<file path="src/hw/rtl/lers_pkg.sv">
`timescale 1ns / 1ps
// ----------------------------------------------------------------------------
// lers_pkg
// Shared types and constants of the lane edge row scanner.
// ----------------------------------------------------------------------------
package lers_pkg;

    localparam int COL_W   = 10;
    localparam int PIX_W   = 8;
    localparam int WIDTH_W = 11;
    localparam int OFF_W   = 10;
    localparam int MID_W   = 11;

    localparam int QUEUE_DEPTH = 4;
    localparam int QPTR_W      = 2;
    localparam int QCNT_W      = 3;

    localparam int ROW_WIDTH_LIMIT = 1024;

    localparam logic [WIDTH_W-1:0] ROW_WIDTH_RESET     = 11'd620;
    localparam logic [OFF_W-1:0]   REGION_OFFSET_RESET = 10'd9;
    localparam logic [COL_W-1:0]   START_RESET         = 10'd310;

    localparam logic CFG_IDX_ROW_WIDTH     = 1'b0;
    localparam logic CFG_IDX_REGION_OFFSET = 1'b1;

    localparam int IN_TDATA_W  = 24;
    localparam int RES_W       = 77;
    localparam int OUT_TDATA_W = 80;

    // One classified pixel as it sits in the queue
    typedef struct packed {
        logic             dark;
        logic             bottom;
        logic             fend;
        logic [COL_W-1:0] column;
    } t_pix;

    // Declared from the top bit down, so top_left_edge lands at bit 0
    typedef struct packed {
        logic [MID_W-1:0] lane_middle;
        logic [MID_W-1:0] bottom_middle;
        logic [MID_W-1:0] top_middle;
        logic             bottom_right_seen;
        logic             bottom_left_seen;
        logic             top_right_seen;
        logic             top_left_seen;
        logic [COL_W-1:0] bottom_right_edge;
        logic [COL_W-1:0] bottom_left_edge;
        logic [COL_W-1:0] top_right_edge;
        logic [COL_W-1:0] top_left_edge;
    } t_result;

endpackage

</file>
<file path="src/hw/rtl/lane_edge_row_scanner.sv">
`timescale 1ns / 1ps
// ----------------------------------------------------------------------------
// lane_edge_row_scanner
// Finds lane edges around a tracked start column in two scan rows.
// ----------------------------------------------------------------------------
// Pixels of the top and bottom scan rows enter on the s_axis stream, one
// beat per pixel: tdata carries column and mask value, tuser picks the row
// (1 = bottom), tlast marks the last pixel of the frame. Only the tlast beat
// produces a result on m_axis with the left and right edges of both rows,
// their seen flags, the middles of both rows and the lane middle. Each row's
// start column then moves to the midpoint of the edges just found.
// Throughput is one pixel per cycle while s_axis_tready is high. With the
// queue empty and the output free, the tlast beat is written into the intake
// queue and then passes through the search into the m_axis output register.
// The output register holds a result while m_axis_tready is low; pixels keep
// flowing into the search until a second frame end reaches it, and then the
// queue fills and s_axis_tready drops.
// Reset empties the queue, drops the output, restores row_width 620,
// region_offset 9 and both start columns to 310. The cfg port writes a register;
// the user must use it only while the stream is idle, as the block never checks.
// ----------------------------------------------------------------------------
module lane_edge_row_scanner #(
    parameter int MAX_ROW_WIDTH = 1024
) (
    input  logic                             i_clk,
    input  logic                             i_rst_n,
    // configuration write port
    input  logic                             i_cfg_we,
    input  logic                             i_cfg_addr,
    input  logic [lers_pkg::WIDTH_W-1:0]     i_cfg_wdata,
    // pixel stream
    input  logic                             s_axis_tvalid,
    output logic                             s_axis_tready,
    // tdata: column[9:0], pixel[17:10], zero pad[23:18]
    input  logic [lers_pkg::IN_TDATA_W-1:0]  s_axis_tdata,
    // tuser: row_is_bottom
    input  logic                             s_axis_tuser,
    // tlast: frame_end
    input  logic                             s_axis_tlast,
    // result stream
    output logic                             m_axis_tvalid,
    input  logic                             m_axis_tready,
    // tdata: top_left_edge[9:0], top_right_edge[19:10], bottom_left_edge[29:20],
    // bottom_right_edge[39:30], top_left_seen[40], top_right_seen[41],
    // bottom_left_seen[42], bottom_right_seen[43], top_middle[54:44],
    // bottom_middle[65:55], lane_middle[76:66], zero pad[79:77]
    output logic [lers_pkg::OUT_TDATA_W-1:0] m_axis_tdata
);
    import lers_pkg::*;

    localparam int WidthCap = (MAX_ROW_WIDTH < ROW_WIDTH_LIMIT) ? MAX_ROW_WIDTH
                                                                : ROW_WIDTH_LIMIT;

    logic [WIDTH_W-1:0] r_row_width;
    logic [OFF_W-1:0]   r_region_offset;
    logic [WIDTH_W-1:0] w_eff_width;

    t_pix    w_front_pix;
    t_pix    w_q_data;
    logic    w_q_full;
    logic    w_q_valid;
    logic    w_q_pop;
    logic    w_push;
    t_result w_result;

    always_ff @(posedge i_clk) begin
        if (!i_rst_n) begin
            r_row_width     <= ROW_WIDTH_RESET;
            r_region_offset <= REGION_OFFSET_RESET;
        end else if (i_cfg_we) begin
            case (i_cfg_addr)
                CFG_IDX_ROW_WIDTH:     r_row_width     <= i_cfg_wdata;
                CFG_IDX_REGION_OFFSET: r_region_offset <= i_cfg_wdata[OFF_W-1:0];
                default:               r_row_width     <= r_row_width;
            endcase
        end
    end

    // clamp to the supported row length, treat zero as one pixel
    always_comb begin
        if (r_row_width > WIDTH_W'(WidthCap)) begin
            w_eff_width = WIDTH_W'(WidthCap);
        end else if (r_row_width == '0) begin
            w_eff_width = WIDTH_W'(1);
        end else begin
            w_eff_width = r_row_width;
        end
    end

    assign s_axis_tready = !w_q_full;
    assign w_push        = s_axis_tvalid && !w_q_full;

    lers_front u_front (
        .i_tdata     (s_axis_tdata),
        .i_tuser     (s_axis_tuser),
        .i_tlast     (s_axis_tlast),
        .i_eff_width (w_eff_width),
        .o_pix       (w_front_pix)
    );

    lers_queue u_queue (
        .i_clk   (i_clk),
        .i_rst_n (i_rst_n),
        .i_push  (w_push),
        .i_data  (w_front_pix),
        .o_full  (w_q_full),
        .i_pop   (w_q_pop),
        .o_valid (w_q_valid),
        .o_data  (w_q_data)
    );

    lers_back u_back (
        .i_clk           (i_clk),
        .i_rst_n         (i_rst_n),
        .i_eff_width     (w_eff_width),
        .i_region_offset (r_region_offset),
        .i_q_valid       (w_q_valid),
        .i_q_data        (w_q_data),
        .o_q_pop         (w_q_pop),
        .o_valid         (m_axis_tvalid),
        .i_ready         (m_axis_tready),
        .o_result        (w_result)
    );

    assign m_axis_tdata = {{(OUT_TDATA_W-RES_W){1'b0}}, w_result};

endmodule

</file>
<file path="src/hw/rtl/lers_front.sv">
`timescale 1ns / 1ps
// ----------------------------------------------------------------------------
// lers_front
// Pixel intake: unpacks a beat and marks dark pixels inside the row.
// ----------------------------------------------------------------------------
module lers_front (
    input  logic [lers_pkg::IN_TDATA_W-1:0] i_tdata,
    input  logic                            i_tuser,
    input  logic                            i_tlast,
    input  logic [lers_pkg::WIDTH_W-1:0]    i_eff_width,
    output lers_pkg::t_pix                  o_pix
);
    import lers_pkg::*;

    logic [COL_W-1:0] w_column;
    logic [PIX_W-1:0] w_pixel;

    assign w_column = i_tdata[COL_W-1:0];
    assign w_pixel  = i_tdata[COL_W+PIX_W-1:COL_W];

    always_comb begin
        o_pix.column = w_column;
        o_pix.bottom = i_tuser;
        o_pix.fend   = i_tlast;
        // drop columns past the row end from the search
        o_pix.dark   = (w_pixel == '0) && ({1'b0, w_column} < i_eff_width);
    end

endmodule

</file>
<file path="src/hw/rtl/lers_queue.sv">
`timescale 1ns / 1ps
// ----------------------------------------------------------------------------
// lers_queue
// Short register queue between pixel intake and the edge search.
// ----------------------------------------------------------------------------
module lers_queue (
    input  logic           i_clk,
    input  logic           i_rst_n,
    input  logic           i_push,
    input  lers_pkg::t_pix i_data,
    output logic           o_full,
    input  logic           i_pop,
    output logic           o_valid,
    output lers_pkg::t_pix o_data
);
    import lers_pkg::*;

    t_pix              r_mem [QUEUE_DEPTH];
    logic [QPTR_W-1:0] r_wr_ptr;
    logic [QPTR_W-1:0] r_rd_ptr;
    logic [QCNT_W-1:0] r_count;

    assign o_full  = (r_count == QCNT_W'(QUEUE_DEPTH));
    assign o_valid = (r_count != '0);
    assign o_data  = r_mem[r_rd_ptr];

    always_ff @(posedge i_clk) begin
        if (i_push) begin
            r_mem[r_wr_ptr] <= i_data;
        end
    end

    always_ff @(posedge i_clk) begin
        if (!i_rst_n) begin
            r_wr_ptr <= '0;
            r_rd_ptr <= '0;
            r_count  <= '0;
        end else begin
            if (i_push) begin
                r_wr_ptr <= r_wr_ptr + 1'b1;
            end
            if (i_pop) begin
                r_rd_ptr <= r_rd_ptr + 1'b1;
            end
            case ({i_push, i_pop})
                2'b10:   r_count <= r_count + 1'b1;
                2'b01:   r_count <= r_count - 1'b1;
                default: r_count <= r_count;
            endcase
        end
    end

endmodule

</file>
<file path="src/hw/rtl/lers_back.sv">
`timescale 1ns / 1ps
// ----------------------------------------------------------------------------
// lers_back
// Edge search: tracks the nearest dark pixels around each row's start
// column and builds the frame result into the output register.
// ----------------------------------------------------------------------------
module lers_back (
    input  logic                         i_clk,
    input  logic                         i_rst_n,
    input  logic [lers_pkg::WIDTH_W-1:0] i_eff_width,
    input  logic [lers_pkg::OFF_W-1:0]   i_region_offset,
    input  logic                         i_q_valid,
    input  lers_pkg::t_pix               i_q_data,
    output logic                         o_q_pop,
    output logic                         o_valid,
    input  logic                         i_ready,
    output lers_pkg::t_result            o_result
);
    import lers_pkg::*;

    logic [COL_W-1:0] r_top_start;
    logic [COL_W-1:0] r_bot_start;
    logic [COL_W-1:0] r_tl;
    logic [COL_W-1:0] r_tr;
    logic [COL_W-1:0] r_bl;
    logic [COL_W-1:0] r_br;
    logic [3:0]       r_flags;
    logic             r_out_valid;
    t_result          r_out;

    logic [COL_W-1:0] n_tl, n_tr, n_bl, n_br;
    logic [3:0]       n_flags;
    logic [COL_W-1:0] n_top_start, n_bot_start;
    t_result          n_out;

    logic             w_out_free;
    logic             w_top, w_bot;
    logic             w_tl_hit, w_tr_hit, w_bl_hit, w_br_hit;
    logic [COL_W-1:0] w_last;
    logic [COL_W-1:0] w_tl, w_tr, w_bl, w_br;
    logic [COL_W:0]   w_top_sum, w_bot_sum;
    logic [MID_W-1:0] w_tm, w_bm;
    logic [MID_W:0]   w_lane_sum;

    assign w_out_free = !r_out_valid || i_ready;
    // hold a frame end in the queue until the output slot frees up
    assign o_q_pop    = i_q_valid && (!i_q_data.fend || w_out_free);

    assign w_top = i_q_data.dark && !i_q_data.bottom;
    assign w_bot = i_q_data.dark && i_q_data.bottom;

    always_comb begin
        w_tl_hit = w_top && (i_q_data.column <= r_top_start)
                   && (!r_flags[0] || (i_q_data.column > r_tl));
        w_tr_hit = w_top && (i_q_data.column >= r_top_start)
                   && (!r_flags[1] || (i_q_data.column < r_tr));
        w_bl_hit = w_bot && (i_q_data.column <= r_bot_start)
                   && (!r_flags[2] || (i_q_data.column > r_bl));
        w_br_hit = w_bot && (i_q_data.column >= r_bot_start)
                   && (!r_flags[3] || (i_q_data.column < r_br));

        n_tl    = w_tl_hit ? i_q_data.column : r_tl;
        n_tr    = w_tr_hit ? i_q_data.column : r_tr;
        n_bl    = w_bl_hit ? i_q_data.column : r_bl;
        n_br    = w_br_hit ? i_q_data.column : r_br;
        n_flags = r_flags | {w_br_hit, w_bl_hit, w_tr_hit, w_tl_hit};

        w_last = COL_W'(i_eff_width - 1'b1);
        w_tl   = n_flags[0] ? n_tl : '0;
        w_tr   = n_flags[1] ? n_tr : w_last;
        w_bl   = n_flags[2] ? n_bl : '0;
        w_br   = n_flags[3] ? n_br : w_last;

        w_top_sum   = {1'b0, w_tl} + {1'b0, w_tr};
        w_bot_sum   = {1'b0, w_bl} + {1'b0, w_br};
        n_top_start = w_top_sum[COL_W:1];
        n_bot_start = w_bot_sum[COL_W:1];
        w_tm        = {1'b0, i_region_offset} + {1'b0, n_top_start};
        w_bm        = {1'b0, i_region_offset} + {1'b0, n_bot_start};
        w_lane_sum  = {1'b0, w_tm} + {1'b0, w_bm};

        n_out.top_left_edge     = w_tl;
        n_out.top_right_edge    = w_tr;
        n_out.bottom_left_edge  = w_bl;
        n_out.bottom_right_edge = w_br;
        n_out.top_left_seen     = n_flags[0];
        n_out.top_right_seen    = n_flags[1];
        n_out.bottom_left_seen  = n_flags[2];
        n_out.bottom_right_seen = n_flags[3];
        n_out.top_middle        = w_tm;
        n_out.bottom_middle     = w_bm;
        n_out.lane_middle       = w_lane_sum[MID_W:1];
    end

    // tracks and result are only read behind their flags / valid
    always_ff @(posedge i_clk) begin
        if (o_q_pop) begin
            r_tl <= n_tl;
            r_tr <= n_tr;
            r_bl <= n_bl;
            r_br <= n_br;
            if (i_q_data.fend) begin
                r_out <= n_out;
            end
        end
    end

    always_ff @(posedge i_clk) begin
        if (!i_rst_n) begin
            r_top_start <= START_RESET;
            r_bot_start <= START_RESET;
            r_flags     <= '0;
            r_out_valid <= 1'b0;
        end else begin
            if (o_q_pop) begin
                if (i_q_data.fend) begin
                    r_top_start <= n_top_start;
                    r_bot_start <= n_bot_start;
                    r_flags     <= '0;
                end else begin
                    r_flags <= n_flags;
                end
            end
            if (o_q_pop && i_q_data.fend) begin
                r_out_valid <= 1'b1;
            end else if (i_ready) begin
                r_out_valid <= 1'b0;
            end
        end
    end

    assign o_valid  = r_out_valid;
    assign o_result = r_out;

endmodule

</file>
<file path="config.mk">
export PLATFORM = sky130hd
export DESIGN_NAME = lane_edge_row_scanner
export DESIGN_NICKNAME = d
export VERILOG_FILES = /design/src/hw/rtl/lers_pkg.sv /design/src/hw/rtl/lane_edge_row_scanner.sv /design/src/hw/rtl/lers_front.sv /design/src/hw/rtl/lers_queue.sv /design/src/hw/rtl/lers_back.sv
export SDC_FILE = /design/constraint.sdc
export NUM_CORES = 1
export LEC_CHECK = 0
export ABC_AREA = 0
export BUFFER_PORTS_ARGS = -buffer_cell sky130_fd_sc_hd__buf_2
export CORE_MARGIN = 2
export CORE_UTILIZATION = 46
export CTS_BUF_LIST = sky130_fd_sc_hd__clkbuf_16
export DETAILED_ROUTE_END_ITERATION = 10
export PLACE_DENSITY = 0.68
export SLEW_MARGIN = 20
export SYNTH_ARGS = -nofsm -noshare
export SYNTH_HDL_FRONTEND = slang
export SYNTH_SLANG_ARGS = --single-unit
</file>
<file path="constraint.sdc">
create_clock -name i_clk -period 8.4 [get_ports i_clk]
set_input_delay 0.42 -clock i_clk [delete_from_list [all_inputs] [get_ports i_clk]]
set_output_delay 0.42 -clock i_clk [all_outputs]
set_load 0.02 [all_outputs]
</file>
After elaboration in Yosys (flattened, before gate mapping)
Memories as Yosys holds them, arrays and structs flattened. A register that Yosys moved wholly into a read port is not among the register bits.
Index checks and enable logic that the tools add are counted.
Storage, ports and cells
  flip-flop bits (word level): 170
  bits in latches: 0
  bits in writable memories: 52
  bits in read-only memories: 0
  input bits: 43
  output and inout port bits: 82
  logic and storage cells: 104
  memories kept: 1
Operators by class
  add/sub/neg operators: 10
  multipliers: 0
  div/mod/pow operators: 0
  magnitude comparators: 10
  equal/unequal tests: 3
  shift-type cells: 0
  muxes and demuxes: 18
  bitwise logic cells: 2
  reductions and logical operators: 36
Memory list
  u_queue.r_mem: depth 4, width 13, rd ports 1, clocked after Yosys merged registers in 1, write ports 1, RTL line lers_queue.sv:18  | t_pix r_mem [QUEUE_DEPTH];
Operators with widths (count)
  $mux 10: 8
  $add 10x10->11: 4
  $mux 11: 2
  $ge 10x10->1: 2
  $gt 10x10->1: 2
  $le 10x10->1: 2
  $lt 10x10->1: 2
  $logic_and 1x1->1: 14
  $add 11x11->12: 1
  $gt 11x11->1 const B: 1
  $logic_not 11->1: 1
  $lt 10x11->1: 1
  $sub 10x1->10 const B: 1
  $logic_not 1->1: 8
  $logic_not 8->1: 1
  $logic_or 1x1->1: 6
  $pmux 3 s2: 1
  $reduce_and 2->1: 3
  $add 2x1->2 const B: 2
  $mux 1: 4
  $mux 2: 2
  $mux 4: 1
  $or 4x4->4: 1
  $reduce_bool 2->1: 2
  other kinds (7): 7

Longest topological paths before layout
  word-level depth: 9
  gate-level depth with buffers: 32
  mapped depth without buffers: 31

Cells and area by module
Synthesis repeated with hierarchy kept, for this count alone.
Unflattened totals
  cell total of the unflattened synthesis: 1151
  area total of the unflattened synthesis: 12558.3 sq um
By module, submodules not included
  lers_back: times used 1, cells each 874, area an instance 8981.1 sq um
  lers_queue: times used 1, cells each 113, area an instance 2333.5 sq um
  lane_edge_row_scanner: times used 1, cells each 115, area an instance 892.1 sq um
  lers_front: times used 1, cells each 49, area an instance 351.6 sq um

Worst setup path after synthesis
No wires, ideal clock.
  path type: flip-flop to flip-flop
  start point: reg with a tool-made name
  end point: reg u_back.r_out, in the netlist u_back.o_result[0] (enable)
  setup time: 0.471 ns
  arrival time: 7.109 ns
  data required time: 7.929 ns
  path slack: 0.820 ns
  stages on the path, launching flop included: 8
  period minus slack after synthesis: 7.580 ns
  cells stage by stage: dfxtp_1 buf_1 mux4_2 a21oi_1 nand2_1 inv_1 clkbuf_1 buf_1
RTL lines
  to (signal assigned): RTL line lers_back.sv:103  | r_out <= n_out;
  to (decl): RTL line lers_back.sv:29  | t_result r_out;

==> results.toml <==
[sta]
relSlewSlack_pct = 48.4
worstMarginPinSlew_ps = 766
setup_viol = 0
period_minus_slack_ps = 7770
hold_viol_final = 0
rsz0062_at_grt = "no"
fin_skew_ps = 14.1
fin_crit_sh_pct = 92.5
max_freq_mhz = 129
whs_ps = 120
drv_slew = 0
tns_ps = 0

[clocking]
path_clk_slew_ps = 60
cts_hold_buf = 0
cts_root_buf = "clkbuf_16"
cts_tree = "yes"
cts_setup_buffers = 0
clkSinkCount = 224
cts_made_buffers = 25
clk_latency_ps = 530
htree_num_levels = 1
cts_resized = 0
cts.path.max_buffers = 3

[synthesis]
syn_avg_cell_area_um2 = 11.2
yosysTopAreaCellShare_pct = 41.4
ys.warnings.count = 0
synth-seq-cells = 224
synth_most_common_cell = "edfxtp_1"
synth_edf_count = 169
synthArstFlopShare_pct = 0
synth_cells = 1095
yosys-top-cells-count = "edfxtp_1 (169), ha_1 (122), nand2_1 (113), inv_1 (108), a21oi_1 (85)"
synth_largest_area_cell = "edfxtp_1"
synth_seq_area_share_pct = 50.4
netlist_area_mm2 = 0.0123
ys_types = 59
yosys-top-cells-area = "edfxtp_1 (41%), ha_1 (12%), dfxtp_1 (9.0%), a21oi_1 (3.5%), nand2_1 (3.5%)"
synth_flop_cell = "edfxtp_1"

[layout]
area_delta_synth_final_pct = 14.5
stdcell_count = 1582
drive_gt1_share_pct = 17.6
nets = 1403
antenna_cells = 0

[global_routing]
gr-total-overflow = 0
grt_first_pass_wirelength_um = 43900
grt_max_degree = 58
grt_pass1_vias = 8047
antenna_found_initial = 1
grt_use_total_pct = 20.0

[floorplan]
die_y_um = 167
core-area_mm2 = 0.0261
ios = 125
die_w_um = 167
die_area_mm2 = 0.0280
num_rows = 59
start_util_pct = 46.9

[detailed_routing]
wl_per_cell_um = 17.9
vias_per_cell = 5.44
wl_um = 28300
ant_nets = 0
drc = 8
firstDrtPassIters = 8
vias = 8599
drtIter0Drc = 687

[placement]
dp.cells = 1540
gp_congestion = 0.903
dp_hpwl_um = 20900
io_buffers = 115

[worst_setup_path]
cp_max_fo = 13
worstSetupStartpointType = "flip-flop"
cp.arrival_ps = 8040
required_ps = 8670
end_kind = "flip-flop"
slowest_delay_ps = 750
critPathKind = "reg -> reg"
worst-path-buf-inv = 3
path_delay_family = "compound AO/OA/AOI/OAI gates"
slowest_stage = "mux4_2"

[outcome]
status = "finished with violations"
violations = "design-rule violations"

[hold_path]
hold_path_class = "in -> reg"

[run]
drv_cap = 0
final cells by class:
class,instances,area [um2]
tap,335,419
clock buffer,25,626
timing repair buffer,132,703
sequential,224,6180
fill,2346,12100
multi-input combinational,741,5600
clock inverter,17,109
inverter,108,408
placed cells by master, fill, tap and decap left out, types with 9 or more instances in the layout:
cell type,count
nor2b_1,20
xor2_1,17
dfxtp_1,55
xnor2_1,29
nand3_1,18
buf_4,17
mux4_2,12
nand2_1,113
a21boi_0,11
mux2_2,36
a21o_1,31
nor2_1,61
ha_1,122
inv_1,112
clkbuf_16,25
and2_1,16
edfxtp_1,169
buf_2,115
and3_1,11
o21a_1,9
o21ai_0,44
a21oi_1,84
o211ai_1,13
registers in the layout (all words and copies together) (netlist names), 2 cells and up, named ones only:
register and flops:
u_queue.r_rd_ptr 2, u_back.r_bl 10, u_back.r_tr 10, u_back.r_bot_start 10, u_queue.r_count 3, u_queue.r_mem 52
u_queue.r_wr_ptr 2, r_region_offset 10, u_back.o_result 77, u_back.r_br 10, r_row_width 11, u_back.r_tl 10
u_back.r_flags 4, u_back.r_top_start 10
metal layers:
layer / global-route usage [%] / wire length, um / vias up
li1: - / - / 4218
met1: 28.2 / 12900 / 4107
met2: 32.5 / 13100 / 236
met3: 3.03 / 1820 / 36
met4: 5.41 / 549 / 2
met5: 0 / 7 / -
cell families after synthesis:
family	after synthesis	synth area share (%)
AND/OR/NAND/NOR	274	10.3
other	1	0.0306
buffers and inverters	132	4.13
adder cells (fa/ha/maj)	128	13.4
XOR/XNOR	46	3.29
flip-flops	224	50.4
multiplexers	57	6.38
AO/OA/AOI/OAI	233	12.0
through the flow:
stage	cell area (um2)	setup slack [ps]	utilization, %
2_1_floorplan	12300	820	-
3_3_place_gp	13300	838	50.9
3_5_place_dp	13300	768	50.9
4_1_cts	14000	713	53.7
5_1_grt	14000	22.8	53.7
6_report	14000	629	53.7
path summary, 6_finish.rpt:
check	start	endpoint	slack, ps	depth (start not counted)
setup / recovery	flip-flop	u_back.o_result[75]$_DFFE_PP_	630	28
hold / removal	s_axis_tlast	u_queue.r_mem[3][10]$_DFFE_PP_	120	1
setup reg to reg	flip-flop	u_back.o_result[75]$_DFFE_PP_	630	28
hold reg to reg	u_back.r_top_start[3]$_SDFFE_PN0P_	u_back.r_top_start[3]$_SDFFE_PN0P_	470	2
Power is left out: the tool's default activity adds up to more than one toggle a clock period on the data nets, which glitch-free logic cannot reach.
